`config.mk`:
```
export PLATFORM = sky130hd
export DESIGN_NAME = ipxs_queue
export DESIGN_NICKNAME = d
export VERILOG_FILES = /design/src/sv/ipxs_pkg.sv /design/src/sv/ipxs_queue.sv
export SDC_FILE = /design/constraint.sdc
export NUM_CORES = 1
export LEC_CHECK = 0
export ABC_AREA = 0
export BUFFER_PORTS_ARGS = -buffer_cell sky130_fd_sc_hd__buf_2
export CORE_MARGIN = 3
export CORE_UTILIZATION = 55
export CTS_CLUSTER_DIAMETER = 40
export DETAILED_ROUTE_END_ITERATION = 10
export GPL_TIMING_DRIVEN = 0
export PLACE_DENSITY_LB_ADDON = 0.05
export SYNTH_ARGS = -nofsm -noshare
export SYNTH_HDL_FRONTEND = slang
export SYNTH_SLANG_ARGS = --single-unit
```
`constraint.sdc`:
```
create_clock -name i_clk -period 5 [get_ports i_clk]
set_input_delay 1 -clock i_clk [delete_from_list [all_inputs] [get_ports i_clk]]
set_output_delay 1 -clock i_clk [all_outputs]
set_load 0.05 [all_outputs]
```
`src/sv/ipxs_pkg.sv`:
```
// Shared types and constants for the integer pixel replication scaler.
`timescale 1ns / 1ps

package ipxs_pkg;

    localparam int PIX_W        = 24;
    localparam int SCALE_REG_W  = 7;
    localparam int WIDTH_REG_W  = 11;
    localparam int HEIGHT_REG_W = 16;
    localparam int CFG_IDX_W    = 2;
    localparam int CFG_DATA_W   = 16;
    localparam int USER_OUT_W   = 5;

    // job queue between front and back
    localparam int Q_DEPTH = 4;
    localparam int Q_PTR_W = 2;
    localparam int Q_CNT_W = 3;

    // input opcodes (carried on tuser)
    localparam logic OP_PUSH = 1'b0;
    localparam logic OP_TICK = 1'b1;

    // configuration register indexes
    localparam logic [CFG_IDX_W-1:0] CFG_SCALE     = 2'd0;
    localparam logic [CFG_IDX_W-1:0] CFG_IN_WIDTH  = 2'd1;
    localparam logic [CFG_IDX_W-1:0] CFG_IN_HEIGHT = 2'd2;

    typedef struct packed {
        logic [SCALE_REG_W-1:0]  scale;
        logic [WIDTH_REG_W-1:0]  in_width;
        logic [HEIGHT_REG_W-1:0] in_height;
    } t_cfg;

    // one classified item: a pixel to be sent reps times
    typedef struct packed {
        logic [PIX_W-1:0]       pix;
        logic [SCALE_REG_W-1:0] reps;
        logic                   row_end;
        logic [1:0]             pad;
        logic                   frame_end;
        logic                   rejected;
    } t_job;

endpackage

```
`src/sv/ipxs_queue.sv`:
```
// Short job queue decoupling the front end from the output expander.
`timescale 1ns / 1ps

module ipxs_queue (
    input  logic                          i_clk,
    input  logic                          i_rst_n,
    input  logic                          i_push,
    input  ipxs_pkg::t_job                i_job,
    input  logic                          i_pop,
    output ipxs_pkg::t_job                o_head,
    output logic                          o_head_vld,
    output logic [ipxs_pkg::Q_CNT_W-1:0]  o_count
);
    import ipxs_pkg::*;

    t_job               r_slot [Q_DEPTH];
    logic [Q_PTR_W-1:0] r_wr_ptr;
    logic [Q_PTR_W-1:0] r_rd_ptr;
    logic [Q_CNT_W-1:0] r_count, n_count;
    logic               do_pop;

    assign do_pop = i_pop && (r_count != '0);

    always_comb begin
        n_count = r_count;
        if (i_push && !do_pop) begin
            n_count = r_count + Q_CNT_W'(1);
        end else if (!i_push && do_pop) begin
            n_count = r_count - Q_CNT_W'(1);
        end
    end

    always_ff @(posedge i_clk) begin
        if (!i_rst_n) begin
            r_wr_ptr <= '0;
            r_rd_ptr <= '0;
            r_count  <= '0;
        end else begin
            r_count <= n_count;
            if (i_push) begin
                r_wr_ptr <= r_wr_ptr + Q_PTR_W'(1);
            end
            if (do_pop) begin
                r_rd_ptr <= r_rd_ptr + Q_PTR_W'(1);
            end
        end
    end

    always_ff @(posedge i_clk) begin
        if (i_push) begin
            r_slot[r_wr_ptr] <= i_job;
        end
    end

    assign o_head     = r_slot[r_rd_ptr];
    assign o_head_vld = (r_count != '0);
    assign o_count    = r_count;

endmodule

```
# ---- After elaboration in Yosys (flattened, before gate mapping)
# Memories as Yosys holds them, arrays and structs flattened. A register that Yosys moved wholly into a read port is not among the register bits.
# Cells that the tools add are included.
dict set report word_totals {
  register_bits 7
  latch_bits 0
  mem_bits_rw 144
  mem_bits_ro 0
  in_bits 40
  output_inout_bits 40
  word_cells 21
  mem_count 1
}
# memory depth width read_ports rd_clocked_by_memory_dff write_ports line
set memory_table {}
lappend memory_table {r_slot 4 36 1 1 1 ipxs_queue.sv:16} ;# t_job r_slot [Q_DEPTH];
dict set report classes {
  n_addsub 4
  multipliers 0
  div_mod_pow 0
  n_lt_le_gt_ge 0
  eq_ne 0
  shift 0
  n_mux 6
  bitwise_logic 0
  n_reduce_logical 7
}
# operator count
set op_table {}
lappend op_table {{$mux 3} 2}
lappend op_table {{$add 2x1->2 const B} 2}
lappend op_table {{$mux 2} 2}
lappend op_table {{$add 3x1->3 const B} 1}
lappend op_table {{$logic_and 1x1->1} 3}
lappend op_table {{$reduce_bool 3->1} 1}
lappend op_table {{$sub 3x1->3 const B} 1}
lappend op_table {{$logic_not 1->1} 2}
lappend op_table {{$mux 1} 2}
lappend op_table {{$reduce_bool 2->1} 1}

# ---- Longest topological paths before layout
dict set report depth {
  word_depth 5
  mapped_depth 7
  ltp_nobuf 7
}

# ---- Worst setup path before layout
# No wires, ideal clock.
dict set report synth_path {
  kind {in2reg}
  from {in i_pop}
  to {reg r_count[2] (netlist: o_count[2])}
  setup_time_ps 76
  arrival_ps 2266
  required_time_ps 4924
  path_slack_ps 2658
  path_stages 7
  cell_sequence {o31ai_4 -> ha_1 -> inv_1 -> fa_1 -> xor2_1 -> or3_1 -> a21boi_0}
}
dict set report synth_between {
  elab_chain_cells 4
  word_cells_on_any_way 6
}
# item line
set synth_rtl {}
lappend synth_rtl {{start, declared} ipxs_queue.sv:9} ;# input logic i_pop,
lappend synth_rtl {{$logic_and 1x1->1 (*)} ipxs_queue.sv:22} ;# assign do_pop = i_pop && (r_count != '0);
lappend synth_rtl {{$logic_not 1->1} ipxs_queue.sv:26} ;# if (i_push && !do_pop) begin
lappend synth_rtl {{$logic_and 1x1->1} ipxs_queue.sv:26}
lappend synth_rtl {{$mux 3 / $reduce_bool 2->1 (equally long branches)} n/a}
lappend synth_rtl {{end signal, assigned} ipxs_queue.sv:39} ;# r_count <= n_count;
lappend synth_rtl {{end, declared} ipxs_queue.sv:19} ;# logic [Q_CNT_W-1:0] r_count, n_count;
# Every way passes the cells marked *; elsewhere a longest branch is shown, timed or not.
# A chain may end at the register's enable or synchronous reset.

==> impl_table.tex <==
\begin{tabular}{lr}
\hline
Metric & Value \\
\hline
\multicolumn{2}{l}{\textbf{Logic synthesis}} \\
Cell with the most instances after synthesis & edfxtp\_1 \\
Top cell type's share of synthesized area & 0.756 \\
Post-synthesis instance area & 5720 um2 \\
Mapped Nets & approximately 280 \\
Asr flop ratio synth & 0 \\
Per-instance average area after synthesis & approximately 25 um2 \\
Post-synth top flop & edfxtp\_1 \\
Dominant cells by area after synthesis & edfxtp\_1, mux4\_2, dfxtp\_1 \\
Cell taking the most area after synthesis & edfxtp\_1 \\
Syn Inst Count & 230 \\
Seq/Total Area, Yosys & 0.788 \\
Most used standard cells in the synthesized netlist & edfxtp\_1, mux4\_2, and2\_1, dfxtp\_1, mux4\_1 \\
Synthesis warning total & 0 \\
Synth unique cells & 21 \\
Count of flip-flops with a built-in enable after synthesis & 144 \\
Flip-flop and latch count after synthesis & between 150 and 200 \\
\multicolumn{2}{l}{\textbf{STA}} \\
Setup repair after global routing missed its margin & no \\
Final number of setup-violating endpoints & 0 \\
Final hold vios & 0 \\
Worst slew margin relative to its limit & 0.651 \\
Final-layout setup total negative slack & 0 ns \\
Final worst path period need & $\sim$3.0 ns \\
Achievable Freq & between 0.3 and 0.4 GHz \\
Worst hold slack after final layout & approximately 0.57 ns \\
Worst Tran Pin Value & 0.523 ns \\
Portion of the clock cycle consumed by the worst path in the final layout & 0.596 \\
Pins over their slew limit & 0 \\
Worst clock skew & roughly 0.0074 ns \\
\multicolumn{2}{l}{\textbf{Drt}} \\
Vias after detailed routing & around 2600 \\
Average detailed-routed wire length per instance & 19.1 um \\
Number of nets with antenna violations after detailed routing & 0 \\
1st-iter DRT viols & roughly 130 \\
Post-detailed-routing wire length & roughly 9100 um \\
Routed wire length on met3 & roughly 450 um \\
Highest signal layer in the routed design & met5 \\
Met1 WL & between 3000 and 4000 um \\
First-pass iteration count of the detailed router & 4 \\
Total length of routed met2 wires & $\sim$4600 um \\
Drt drc & 0 \\
Via density per instance & approximately 5.4 \\
\multicolumn{2}{l}{\textbf{Setup path}} \\
Worst endpoint required time & approximately 4.0 ns \\
Cell family with the largest share of critical-path delay & buffers and inverters \\
CP Cell Sequence & clkbuf\_2 -> buf\_2 -> mux4\_2 -> buf\_2 \\
Worst path max stage delay & 0.37 ns \\
Number of buffers and inverters on the critical path & 3 \\
Max Fanout on Critical Path & 10 \\
Critical path type & reg2out \\
Data arrival time of the critical path & 1.98 ns \\
Reg-to-reg setup timing slack & between 2 and 3 ns \\
Critical-path cell with the highest stage delay & mux4\_2 \\
Worst path most repeated cell & buf\_2 \\
Critical Path Source Type & flip-flop \\
Crit. End Element & output pin \\
\multicolumn{2}{l}{\textbf{Final layout}} \\
Share of cells above drive strength 1 & 0.449 \\
Final core occ & 0.695 \\
Total Nets Final & 378 \\
Synthesis-to-finish area growth & 21.1\% \\
Antenna diode instance count & 0 \\
Non-filler instance count after layout & 478 \\
\multicolumn{2}{l}{\textbf{Flow run}} \\
\# Max-Cap Violations & 0 \\
\multicolumn{2}{l}{\textbf{Hold path}} \\
Path class of the lowest-slack min-delay path & reg2reg \\
\multicolumn{2}{l}{\textbf{Pwr}} \\
Leakage power & 2.39 nW \\
Post-route total power & around 3.8 mW \\
Worst vdd ir & approximately 0.39 mV \\
Power density over cell area & approximately 560 nW/um2 \\
\multicolumn{2}{l}{\textbf{Global route}} \\
Largest net degree at the start of global routing & 32 \\
Total congestion overflow & 0 \\
Global-route wire length before repair & 14600 um \\
Total global-route track usage & 0.176 \\
Via count of the first global-routing pass & 2787 \\
Antenna violations before repair & 1 \\
\multicolumn{2}{l}{\textbf{Place}} \\
Dpl hpwl & approximately 5700 um \\
Routability-driven placement congestion ratio & 0.690 \\
Cell total after placement & roughly 450 \\
Number of buffers added on ports & 79 \\
\multicolumn{2}{l}{\textbf{Clocking}} \\
CTS tree & yes \\
Number of clock sinks seen by CTS & between 150 and 200 \\
Htree depth & 4 \\
Clock latency at the later pin of the worst-skew pair & 0.52 ns \\
Clock tree root buffer cell & clkbuf\_8 \\
Post-CTS Hold Fix Bufs & 0 \\
Clock transition time at the flip-flop clock pins of the worst setup and hold paths & approximately 0.060 ns \\
Post-CTS setup buffer count & 0 \\
Longest Clk Path Bufs & 2 \\
Cts bufs inserted & 17 \\
Post-cts resize count & 0 \\
\multicolumn{2}{l}{\textbf{Floorplanning}} \\
Die Y & between 100 and 150 um \\
Starting utilization of the core area & 0.574 \\
Die footprint & between 10000 and 15000 um2 \\
Core area & 9950 um2 \\
Num ports & 80 \\
DIE WIDTH & around 110 um \\
Standard-cell rows & 36 \\
\multicolumn{2}{l}{\textbf{Outcome}} \\
Run status & complete, no violations \\
\hline
\end{tabular}
[worst register-to-register path, cell delays in order, from the launching register on]
cell      delay, ns
dfxtp_1        0.39
o31ai_4        0.31
ha_1           0.23
inv_1          0.06
fa_1           0.38
xor2_1         0.17
or3_1          0.29
a21boi_0       0.17
[final cells by class]
type                    instances  area (um2)
flip-flops and latches        153        4500
fillers                       636        3030
multi-input cells              66        1120
repair buffers                 83         483
clock buffers                  19         422
well taps                     133         166
clock inverters                13         129
plain buffers                   8        91.3
inverters                       3        11.3
[kinds of logic (layout without fill, tap and decap cells)]
family / Yosys count / count (layout) / share of synthesized area
XOR/XNOR: 5 / 5 / 0.00766
multiplexers: 38 / 38 / 0.149
AO/OA/AOI/OAI: 4 / 4 / 0.00875
AND/OR/NAND/NOR: 13 / 13 / 0.0142
flip-flops: 153 / 153 / 0.788
buffers and inverters: 11 / 126 / 0.0179
adder cells (fa/ha/maj): 6 / 6 / 0.0144
[where the power goes]
part	leakage (nW)	switching (mW)	internal [mW]
Clock	0.255	0.476	0.704
Combinational	0.741	0.746	0.403
Sequential	1.40	0.0368	1.48
Total	2.39	1.26	2.59
[state kept, by name, summed over array words and instances (netlist names), named ones only]
signal	cells
r_wr_ptr	2
r_rd_ptr	2
o_count	3
r_slot	144
[cells in the final DEF, fill, tap and decap left out, types with 3 or more instances in the layout]
cell type | synthesis | final
and2_1 | 9 | 5
and2_2 | 0 | 4
buf_12 | 3 | 6
buf_2 | 3 | 82
clkbuf_16 | 0 | 16
clkinv_2 | 0 | 3
clkinvlp_4 | 0 | 5
dfxtp_1 | 9 | 9
edfxtp_1 | 144 | 144
ha_1 | 5 | 5
inv_1 | 3 | 3
mux4_1 | 6 | 6
mux4_2 | 30 | 30
xnor2_1 | 3 | 3
[per-stage QoR]
step / worst slack, ns / instance area [um2]
after detailed placement: 2.41 / 6370
after global placement: 1.89 / 6280
after CTS: 1.96 / 6920
final: 2.02 / 6920
after floorplan: 2.66 / 5720
after global routing: 1.88 / 6920
[final timing paths]
kind	start	endpoint	cells past startpoint
min	r_wr_ptr[1]$_SDFFE_PN0P_	r_wr_ptr[1]$_SDFFE_PN0P_	2
max reg2reg	o_count[1]$_SDFFE_PN0P_	o_count[2]$_SDFFE_PN0P_	7
min reg2reg	r_wr_ptr[1]$_SDFFE_PN0P_	r_wr_ptr[1]$_SDFFE_PN0P_	2
max	flip-flop	o_head[15]	4
[layer usage]
layer | track usage | vias to the layer above
met5 | 0 | -
li1 | - | 1183
met2 | 0.287 | 67
met3 | 0.0633 | 15
met1 | 0.223 | 1312
met4 | 0.0595 | 2
(Power assumes the default switching activity.)
