--- src/sv/ipxs_pkg.sv ---
// Shared types and constants for the integer pixel replication scaler.
`timescale 1ns / 1ps

package ipxs_pkg;

    localparam int PIX_W        = 24;
    localparam int SCALE_REG_W  = 7;
    localparam int WIDTH_REG_W  = 11;
    localparam int HEIGHT_REG_W = 16;
    localparam int CFG_IDX_W    = 2;
    localparam int CFG_DATA_W   = 16;
    localparam int USER_OUT_W   = 5;

    // job queue between front and back
    localparam int Q_DEPTH = 4;
    localparam int Q_PTR_W = 2;
    localparam int Q_CNT_W = 3;

    // input opcodes (carried on tuser)
    localparam logic OP_PUSH = 1'b0;
    localparam logic OP_TICK = 1'b1;

    // configuration register indexes
    localparam logic [CFG_IDX_W-1:0] CFG_SCALE     = 2'd0;
    localparam logic [CFG_IDX_W-1:0] CFG_IN_WIDTH  = 2'd1;
    localparam logic [CFG_IDX_W-1:0] CFG_IN_HEIGHT = 2'd2;

    typedef struct packed {
        logic [SCALE_REG_W-1:0]  scale;
        logic [WIDTH_REG_W-1:0]  in_width;
        logic [HEIGHT_REG_W-1:0] in_height;
    } t_cfg;

    // one classified item: a pixel to be sent reps times
    typedef struct packed {
        logic [PIX_W-1:0]       pix;
        logic [SCALE_REG_W-1:0] reps;
        logic                   row_end;
        logic [1:0]             pad;
        logic                   frame_end;
        logic                   rejected;
    } t_job;

endpackage

--- src/sv/ipxs_back.sv ---
// Back end: expands each job into its run of output beats through an output register.
`timescale 1ns / 1ps

module ipxs_back (
    input  logic                             i_clk,
    input  logic                             i_rst_n,
    input  ipxs_pkg::t_job                   i_head,
    input  logic                             i_head_vld,
    output logic                             o_pop,
    output logic                             o_valid,
    input  logic                             i_ready,
    output logic [ipxs_pkg::PIX_W-1:0]       o_pixel,
    output logic [ipxs_pkg::USER_OUT_W-1:0]  o_user,
    output logic                             o_last
);
    import ipxs_pkg::*;

    logic [SCALE_REG_W-1:0] r_k;
    logic                   r_vld;
    logic [PIX_W-1:0]       r_pixel;
    logic [USER_OUT_W-1:0]  r_user;
    logic                   r_last;
    logic                   load;
    logic                   last_rep;

    // output register takes a new beat when empty or being drained
    assign load     = i_head_vld && (!r_vld || i_ready);
    assign last_rep = (r_k + SCALE_REG_W'(1)) >= i_head.reps;
    assign o_pop    = load && last_rep;

    always_ff @(posedge i_clk) begin
        if (!i_rst_n) begin
            r_k   <= '0;
            r_vld <= 1'b0;
        end else begin
            if (load) begin
                r_vld <= 1'b1;
                r_k   <= last_rep ? '0 : r_k + SCALE_REG_W'(1);
            end else if (i_ready) begin
                r_vld <= 1'b0;
            end
        end
    end

    // run flags only on the final beat of the run
    always_ff @(posedge i_clk) begin
        if (load) begin
            r_pixel <= i_head.pix;
            r_last  <= last_rep;
            r_user  <= {i_head.rejected,
                        i_head.frame_end && last_rep,
                        last_rep ? i_head.pad : 2'd0,
                        i_head.row_end && last_rep};
        end
    end

    assign o_valid = r_vld;
    assign o_pixel = r_pixel;
    assign o_user  = r_user;
    assign o_last  = r_last;

endmodule

--- config.mk ---
export PLATFORM = sky130hd
export DESIGN_NAME = ipxs_back
export DESIGN_NICKNAME = d
export VERILOG_FILES = /design/src/sv/ipxs_pkg.sv /design/src/sv/ipxs_back.sv
export SDC_FILE = /design/constraint.sdc
export NUM_CORES = 1
export LEC_CHECK = 0
export ABC_AREA = 1
export BUFFER_PORTS_ARGS = -buffer_cell sky130_fd_sc_hd__buf_4
export CORE_ASPECT_RATIO = 0.6
export CORE_UTILIZATION = 50
export CTS_BUF_LIST = sky130_fd_sc_hd__clkbuf_4 sky130_fd_sc_hd__clkbuf_8
export DETAILED_ROUTE_END_ITERATION = 10
export PLACE_DENSITY_LB_ADDON = 0.12
export SLEW_MARGIN = 20
export SYNTH_ARGS = -nofsm -noshare
export SYNTH_HDL_FRONTEND = slang
export SYNTH_SLANG_ARGS = --single-unit
--- constraint.sdc ---
create_clock -name i_clk -period 5.1 [get_ports i_clk]
set_clock_uncertainty 0.15 [all_clocks]
set_input_delay 0.51 -clock i_clk [delete_from_list [all_inputs] [get_ports i_clk]]
set_output_delay 0.51 -clock i_clk [all_outputs]
set_load 0.01 [all_outputs]
Yosys cells after proc, flatten, opt, wreduce, memory -nomap -nowiden
Cells that the tools add are included.

Register bits after elaboration: 38. Input port bits: 40. Word-level logic and storage cells: 18.

Order comparisons: 1. Mux-type cells: 3. Reductions and logical operators: 7. Add/subtract/negate cells: 1.

Operator list (number): adder 7 x 1 -> 7 bit, second input constant (1); greater-or-equal comparator 7 bit (1); two-way mux 7 bit (1); logical AND 1 bit (4); two-way mux 1 bit (2); nonzero test 2 bit (1); zero test 1 bit (1); logical OR 1 bit (1).

Longest topological paths before layout
Gate-level depths: netlist of run 1.

Depth after elaboration: 4. Mapped depth: 14. Mapped depth without buffers: 13.

Worst setup path after synthesis of run 1
No wires, ideal clock.

Kind: flip-flop to output port. Start: register r_k[0]. End: output o_pop. Buffers on the path: 0. Stages on the path, launching flop included: 11. Setup slack: 2.704 ns. Arrival time: 1.736 ns. Required time: 4.440 ns. Cell sequence: dfxtp_1 -> ha_1 -> nand3_1 -> and2_2 -> ha_1 -> nand2_1 -> nor2_1 -> nand2_1 -> nand2_1 -> nand2_1 -> inv_1.

Cells in the longest elaborated chain, start to end: 3.

Ends and longest elaborated chain: from (decl) (RTL line ipxs_back.sv:18) `logic [SCALE_REG_W-1:0] r_k;`; from (signal assigned) (RTL line ipxs_back.sv:38) `r_k <= last_rep ? '0 : r_k + SCALE_REG_W'(1);`; adder 7 x 1 -> 7 bit (RTL line ipxs_back.sv:28) `assign last_rep = (r_k + SCALE_REG_W'(1)) >= i_head.reps;`; greater-or-equal comparator 7 bit (RTL line ipxs_back.sv:28); named net last_rep (RTL line ipxs_back.sv:24) `logic last_rep;`; logical AND 1 bit (RTL line ipxs_back.sv:29) `assign o_pop = load && last_rep;`; to (decl) (RTL line ipxs_back.sv:9) `output logic o_pop,`.

The timed path passes the listed nets, and every way through them passes these cells.

Final worst setup path of run 1
Ends and elaborated chain as after synthesis.

==> run summary, run 1 <==
largest net degree at the start of global routing = 35
Final Cell Area = 0.002265 mm2
DR vias = 1244
FMAX = 326.2 MHz
Max FO, Critical Path = 7
Avg Cell Area, Syn = 10.84 um2
initial core utilization = 54.09%
Placed Instances = 260
final setup margin = 2034 ps
CP Data Required Time = 4440 ps
Longest Clk Path Bufs = 2
H-tree levels = 2
worst hold path type = input port to flip-flop
WL/cell = 12.23 um
Mapped Nets = 196
setup TNS = 0 ps
final net count = 273
synthesized area = 0.001604 mm2
total die area = 0.003446 mm2
post-cts resize count = 0
max-cap violation count = 0
crit end category = output pin
Max IR drop VDD = 0.0002247 V
Final Util = 76.37%
RSZ-0062 raised after global routing = false
slew at the pin with the worst max-slew slack = 412.2 ps
Pleak = 1.118 nW
Slew headroom = 72.52%
post-CTS setup buffer count = 0
status = finished, final reports clean
Synth Register Bits = 38
cell area power density = 282.4 mW/mm2
drt pass-1 iters = 4
Final Max Tran Viols = 0
GRT overflow = 0
Die Span Y = 45.88 um
first-pass GRT wire length = 4.616 mm
DRC violations left = 0
GPL Wtd Cong = 0.8706
antenna violations before repair = 0
Seq/Total Area, Yosys = 66.15%
Root Driver = clkbuf_8
DR vias/cell = 4.642
worst skew pair latency = 280 ps
Final Hold Slack = 248.6 ps
total CTS buffers = 5
row count = 15
vias in the first global route = 1108
Antenna Nets Post-Route = 0
Pwr Total = 0.6396 mW
Placed Instance Area = 0.002178 mm2
Routed WL = 3.277 mm
crit path DAT = 2410 ps
post-layout min period = 3066 ps
Worst Setup Path Type = flip-flop to output pin
Syn Inst Count = 148
core area = 0.002965 mm2
Antenna Cells = 0
Syn. warnings = 0
Final Cycle Share = 60.11%
CTS tree = yes
critical path startpoint category = flip-flop
IO buf count = 71
Die Wd = 75.12 um
Area Overhead vs Synth = 41.19%
GRT Util Overall = 19.70%
clk sinks = 38
clk slew on worst S/H paths = 70 ps
Fin. Hold Viols = 0
num ports = 72
hold_buf cts = 0
layout cells sized above 1 = 36.73%
1st-iter DRT viols = 32
Place WS = 2375 ps
Final HPWL DP = 2.494 mm
Netlist cell types = 20
Post-Layout Cell Count = 268
final setup fails = 0
-- power by group --
| part | leakage [nW] | internal, mW | switching, mW |
|---|---|---|---|
| logic | 0.712 | 0.0442 | 0.0368 |
| registers | 0.358 | 0.353 | 0.00744 |
| clock network | 0.0484 | 0.100 | 0.0981 |
-- synthesized netlist by cell type, drive strengths merged --
| library cell | instances | share of area (%) |
|---|---|---|
| inv | 28 | 6.6 |
| nand4 | 2 | 0.78 |
| dfxtp | 8 | 10 |
| ha | 8 | 6.2 |
| edfxtp | 30 | 56 |
| buf | 2 | 1.2 |
| nor2 | 14 | 3.6 |
| nand3 | 6 | 1.9 |
| a21boi | 1 | 0.47 |
| nand2 | 40 | 9.4 |
| xor2 | 1 | 0.55 |
| and2 | 2 | 0.86 |
| o21ai | 2 | 0.62 |
| a21oi | 2 | 0.62 |
| xnor2 | 1 | 0.55 |
| mux2i | 1 | 0.62 |
-- state kept, by name, indices dropped and copies added, names as in the netlist --
register  cells
o_last        1
o_pixel      24
o_user        5
o_valid       1
r_k           7
-- routing by layer --
| layer | track usage, % | vias to the layer above | wire length (um) |
|---|---|---|---|
| met5 | 0 | - | 0 |
| met4 | 6.415 | 0 | 0 |
| met3 | 9.735 | 0 | 302 |
| met2 | 36.40 | 54 | 1740 |
| met1 | 19.69 | 568 | 1234 |
| li1 | - | 622 | - |
-- area by class of cell --
| class | count | area, um2 |
|---|---|---|
| clock buffers | 6 | 76.32 |
| clock inverters | 2 | 10.01 |
| fillers | 224 | 700.7 |
| inverters | 28 | 105.1 |
| multi-input cells | 80 | 419.2 |
| flip-flops and latches | 38 | 1061 |
| well taps | 42 | 52.55 |
| repair buffers | 72 | 540.5 |
-- placed cells by master (no fill, tap or decap) --
cell      count
clkbuf_4      1
and2_1        1
inv_1        28
xor2_1        1
clkinv_2      2
mux2i_1       1
edfxtp_1     30
ha_1          8
nor2_1       12
clkbuf_8      5
o21ai_0       1
nand3_1       6
a21oi_1       2
nand4_1       2
nor2_2        2
a21boi_0      1
nand2_1      40
buf_4        72
dfxtp_1       8
and2_2        1
o21ai_1       1
xnor2_1       1
-- worst paths after layout --
kind / endpoint / start / depth (start not counted) / slack (ps)
worst max-delay path: o_pop / r_k[0] / 11 / 2030
worst min register to register: o_valid / o_valid / 2 / 390
worst min-delay path: o_pixel[21] / i_head[33] / 1 / 250
worst max register to register: r_k[5] / r_k[0] / 11 / 2750
-- kinds of logic (layout without fill, tap and decap cells) --
kind of cell    after synthesis  in the layout  share of synthesized area [%]
compound gates                5              5                          1.716
simple gates                 64             64                          16.46
buf+inv                      30            108                          7.722
xor+xnor                      2              2                          1.092
flops                        38             38                          66.15
fa+ha+maj                     8              8                          6.240
mux                           1              1                         0.6240
-- critical path, stage by stage (launching register included) --
cell     delay (ps)
dfxtp_1         470
ha_1            300
nand3_1         120
and2_2          200
ha_1            280
nand2_1         100
inv_1            50
a21oi_1         140
nand2_1         120
nand2_1         110
inv_1            90
buf_4           150
Note: power is estimated with default switching activity, not from simulation.
==> run 2: changes to the inputs <==
--- a/config.mk
+++ b/config.mk
@@ -8,7 +8,7 @@
 export ABC_AREA = 1
 export BUFFER_PORTS_ARGS = -buffer_cell sky130_fd_sc_hd__buf_4
 export CORE_ASPECT_RATIO = 0.6
-export CORE_UTILIZATION = 50
+export CORE_UTILIZATION = 48
 export CTS_BUF_LIST = sky130_fd_sc_hd__clkbuf_4 sky130_fd_sc_hd__clkbuf_8
 export DETAILED_ROUTE_END_ITERATION = 10
 export PLACE_DENSITY_LB_ADDON = 0.12
==> constraint.sdc (replaced) <==
create_clock -name i_clk -period 2.9 [get_ports i_clk]
set_clock_uncertainty 0.15 [all_clocks]
set_input_delay 0.29 -clock i_clk [delete_from_list [all_inputs] [get_ports i_clk]]
set_output_delay 0.29 -clock i_clk [all_outputs]
set_load 0.01 [all_outputs]
==> run summary, run 2 (synthesized netlist as in run 1, its figures left out) <==
status = finished, final reports clean
GRT overflow = 0
Max stage delay cell, worst path = dfxtp_2
GPL Wtd Cong = 0.8539
core area = 0.003022 mm2
GRT Util Overall = 19.26%
row count = 15
post-cts resize count = 0
worst hold stages = 1
Die Span Y = 46.78 um
total CTS buffers = 5
final net count = 275
sink of the worst hold path = o_user[4]
cells on worst reg2reg path = 12
max incr delay on CP = 400 ps
layout cells sized above 1 = 39.47%
drt pass-1 iters = 4
final setup fails = 0
Fin. Hold Viols = 0
Area Overhead vs Synth = 43.21%
DR vias = 1226
post-layout min period = 2671 ps
Post-Layout Cell Count = 270
Max FO, Critical Path = 8
Root Driver = clkbuf_8
total die area = 0.003584 mm2
max reg flops = 24
antenna violations before repair = 0
cell area power density = 492.3 mW/mm2
H-tree levels = 2
largest net degree at the start of global routing = 19
top cell family by delay on the critical path = simple AND/OR/NAND/NOR gates
max-cap violation count = 0
setup TNS = 0 ps
most common cell after layout, fill and taps aside = buf_4
Final HPWL DP = 2.505 mm
Antenna Cells = 0
FMAX = 374.4 MHz
commonest cells after routing, fill and taps aside = buf_4, nand2_1, edfxtp_1
CP Data Required Time = 2460 ps
clk sinks = 38
crit end category = output pin
r2r startpoint = r_k[2]
WL/cell = 12.05 um
DRC violations left = 0
hold_buf cts = 0
IO buf count = 71
FF-to-FF setup slack = 710 ps
crit path DAT = 2230 ps
Slew headroom = 85.46%
1st-iter DRT viols = 41
vias in the first global route = 1110
CTS tree = yes
Placed Instances = 262
worst hold path type = input port to flip-flop
RSZ-0062 raised after global routing = false
DR vias/cell = 4.541
Final Max Tran Viols = 0
Buf+Inv Stages, Crit Path = 3
Longest Clk Path Bufs = 2
worst skew pair latency = 280 ps
num ports = 72
Die Wd = 76.63 um
CP cell instances = nand2_1 -> nor2_1 -> nand3_1 -> and2_2 -> ha_1 -> nand2_1 -> inv_1 -> a21oi_1 -> nand2_1 -> nand2_1 -> inv_1 -> buf_4
Worst Setup Path Type = flip-flop to output pin
R2R Path End = r_k[6]
Pleak = 1.128 nW
initial core utilization = 53.08%
Max IR drop VDD = 0.0003210 V
Antenna Nets Post-Route = 0
CP dominant cell by count = nand2_1
slew at the pin with the worst max-slew slack = 217.4 ps
Final Hold Slack = 25.48 ps
Routed WL = 3.253 mm
post-CTS setup buffer count = 0
Final Cycle Share = 92.09%
first-pass GRT wire length = 4.974 mm
Worst Min Path Start = i_head[0]
critical path startpoint category = flip-flop
clk slew on worst S/H paths = 70 ps
## run 2: final cells by class
cell class              count  area [um2]
inverters                  28       105.1
repair buffers             74       555.5
clock buffers               6       76.32
multi-input cells          80       431.7
fillers                   211       724.4
flip-flops and latches     38        1066
well taps                  42       52.55
clock inverters             2       10.01
## run 2: worst reg2reg max path, cell delays in order, from the launching register on
cell     delay, ps
dfxtp_2        400
nand2_1         70
nor2_1         140
nand3_1        100
and2_2         200
ha_1           290
nand2_1        100
inv_1           50
a21oi_1        140
nand2_1        110
nand2_1        120
nand2_1        140
nor2_2         130
## run 2: report_power, final
group / switching (mW) / internal (mW) / total, mW
combinational: 0.0665 / 0.0823 / 0.149
clock: 0.170 / 0.176 / 0.346
sequential: 0.0143 / 0.621 / 0.636
total: 0.251 / 0.880 / 1.13
## run 2: worst max-delay path by stage
stage / start / end / depth (start not counted)
2_1_floorplan: r_k[0] / o_pop / 10
3_3_place_gp: r_k[0] / o_pop / 11
3_5_place_dp: r_k[0] / o_pop / 11
4_1_cts: r_k[0] / o_pop / 11
5_1_grt: r_k[2] / o_pop / 12
6_report: r_k[2] / o_pop / 12
## run 2: through the flow
stage | instance area, um2 | power (mW) | utilization [%] | setup slack (ps)
2_1_floorplan | 1604 | 0.7003 | - | 724.1
3_3_place_gp | 2193 | 0.7868 | 72.59 | 488.7
3_5_place_dp | 2193 | 0.7928 | 72.59 | 362.0
4_1_cts | 2280 | 1.139 | 75.45 | 43.88
5_1_grt | 2297 | 1.178 | 76.02 | 26.30
6_report | 2297 | 1.131 | 76.02 | 229.3
## run 2: routing by layer
layer	routed length [um]	vias up	global-route usage [%]
met5	0	-	0
met4	23	0	6.923
met3	291	3	7.184
met2	1515	55	32.61
met1	1422	541	23.71
li1	-	627	-
==> run 3: changes to the inputs <==
--- a/config.mk
+++ b/config.mk
@@ -7,8 +7,10 @@
 export LEC_CHECK = 0
 export ABC_AREA = 1
 export BUFFER_PORTS_ARGS = -buffer_cell sky130_fd_sc_hd__buf_4
+export CELL_PAD_IN_SITES_DETAIL_PLACEMENT = 1
+export CELL_PAD_IN_SITES_GLOBAL_PLACEMENT = 1
 export CORE_ASPECT_RATIO = 0.6
-export CORE_UTILIZATION = 48
+export CORE_UTILIZATION = 36
 export CTS_BUF_LIST = sky130_fd_sc_hd__clkbuf_4 sky130_fd_sc_hd__clkbuf_8
 export DETAILED_ROUTE_END_ITERATION = 10
 export PLACE_DENSITY_LB_ADDON = 0.12
==> run summary, run 3 (synthesized netlist as in run 1, its figures left out) <==
max reg flops = 24
Filler Cell Count = 502
max-cap violation count = 0
drt pass-1 iters = 4
Final HPWL DP = 2.961 mm
total CTS buffers = 5
worst skew pair latency = 280 ps
H-tree levels = 2
CP Data Required Time = 2460 ps
most common cell after layout, fill and taps aside = buf_4
antenna violations before repair = 0
FMAX = 368.4 MHz
Pleak = 1.115 nW
Max IR drop VDD = 0.0002431 V
vias in the first global route = 1169
final setup fails = 0
WL/cell = 13.17 um
GPL Wtd Cong = 0.8272
post-layout min period = 2714 ps
layout cells sized above 1 = 39.11%
slew at the pin with the worst max-slew slack = 526.4 ps
num ports = 72
post-CTS setup buffer count = 0
DR vias/cell = 4.372
1st-iter DRT viols = 56
cell area power density = 483.3 mW/mm2
DR vias = 1246
RSZ-0062 raised after global routing = false
Area Overhead vs Synth = 43.76%
initial core utilization = 38.29%
final net count = 273
Longest Clk Path Bufs = 2
critical path startpoint category = flip-flop
commonest cells after routing, fill and taps aside = buf_4, nand2_1, edfxtp_1
Max FO, Critical Path = 4
Die Span Y = 53.71 um
row count = 18
DRC violations left = 0
largest net degree at the start of global routing = 21
core area = 0.004189 mm2
Final Cell Area = 0.002306 mm2
Root Driver = clkbuf_8
IO buf count = 71
Routed WL = 3.754 mm
clk slew on worst S/H paths = 70 ps
setup TNS = 0 ps
Fin. Hold Viols = 0
Die Wd = 88.18 um
crit end category = output pin
Antenna Cells = 0
worst hold path type = input port to flip-flop
status = finished, final reports clean
Antenna Nets Post-Route = 0
GRT overflow = 0
Pwr Total = 1.114 mW
Slew headroom = 64.87%
Worst Setup Path Type = flip-flop to output pin
crit path DAT = 2270 ps
Placed Instance Area = 0.002201 mm2
Final Cycle Share = 93.60%
first-pass GRT wire length = 5.451 mm
clk sinks = 38
Final Max Tran Viols = 0
total die area = 0.004735 mm2
GRT Util Overall = 16.13%
CTS tree = yes
-- run 3: cell count changes in the layout (fill, tap and decap cells not counted), sizes merged --
cell | previous run | this run
buf | 74 | 72
clkbuf | 6 | 5
-- run 3: final cells by class --
| cell class | instances | area [um2] | area share (%) |
|---|---|---|---|
| repair buffers | 72 | 540.5 | 23.44 |
| multi-input cells | 80 | 431.7 | 18.72 |
| clock buffers | 5 | 68.82 | 2.984 |
| inverters | 28 | 105.1 | 4.558 |
| well taps | 60 | 75.07 | 3.256 |
| flip-flops and latches | 38 | 1075 | 46.61 |
| clock inverters | 2 | 10.01 | 0.4341 |
-- run 3: final timing paths --
check / from / end / slack [ps] / cells after the start
setup / recovery: r_k[5] / o_pop / 190 / 12
hold / removal: i_head[12] / o_pixel[0] / 30 / 1
setup reg to reg: r_k[5] / o_user[1] / 640 / 11
hold reg to reg: o_valid / o_valid / 360 / 2
-- run 3: timing repair --
item / 4_1_cts / 5_1_grt
gates resized for setup: 1 / 9
hold buffers: 0 / 0
setup endpoints to repair: 1 / 1
-- run 3: metal layers --
| metal | up-vias | global-route usage [%] | part of all wire [%] |
|---|---|---|---|
| li1 | 623 | - | - |
| met1 | 586 | 20.39 | 44 |
| met2 | 35 | 25.26 | 49 |
| met3 | 2 | 7.055 | 6.9 |
| met4 | 0 | 4.839 | 0.51 |
| met5 | - | 0 | 0 |
-- run 3: where the power goes --
part	leakage (nW)	internal, mW	switching, mW	total, mW
combinational	0.710	0.0800	0.0667	0.147
clock	0.0438	0.161	0.172	0.333
sequential	0.361	0.620	0.0146	0.635
total	1.11	0.861	0.253	1.11
-- run 3: worst max-delay path: stages, from the launching register on --
cell and delay, ps:
dfxtp_1 390, nand2_1 80, nor2_1 120, nand3_1 100, and2_2 210, ha_1 290
nand2_1 100, inv_1 50, a21oi_1 190, nand2_1 120, nand2_1 100, inv_1 90
buf_4 150
-- run 3: per-stage QoR --
step | worst slack [ps] | instances | utilization [%] | hold WS, ps
floorplan | 724.1 | 148 | - | 238.9
global placement | 386.6 | 278 | 52.54 | 318.8
detailed placement | 273.5 | 278 | 52.54 | 319.6
CTS | 0.9528 | 285 | 54.48 | 18.28
global route | 2.522 | 285 | 55.05 | 12.71
finish | 185.5 | 285 | 55.05 | 30.77
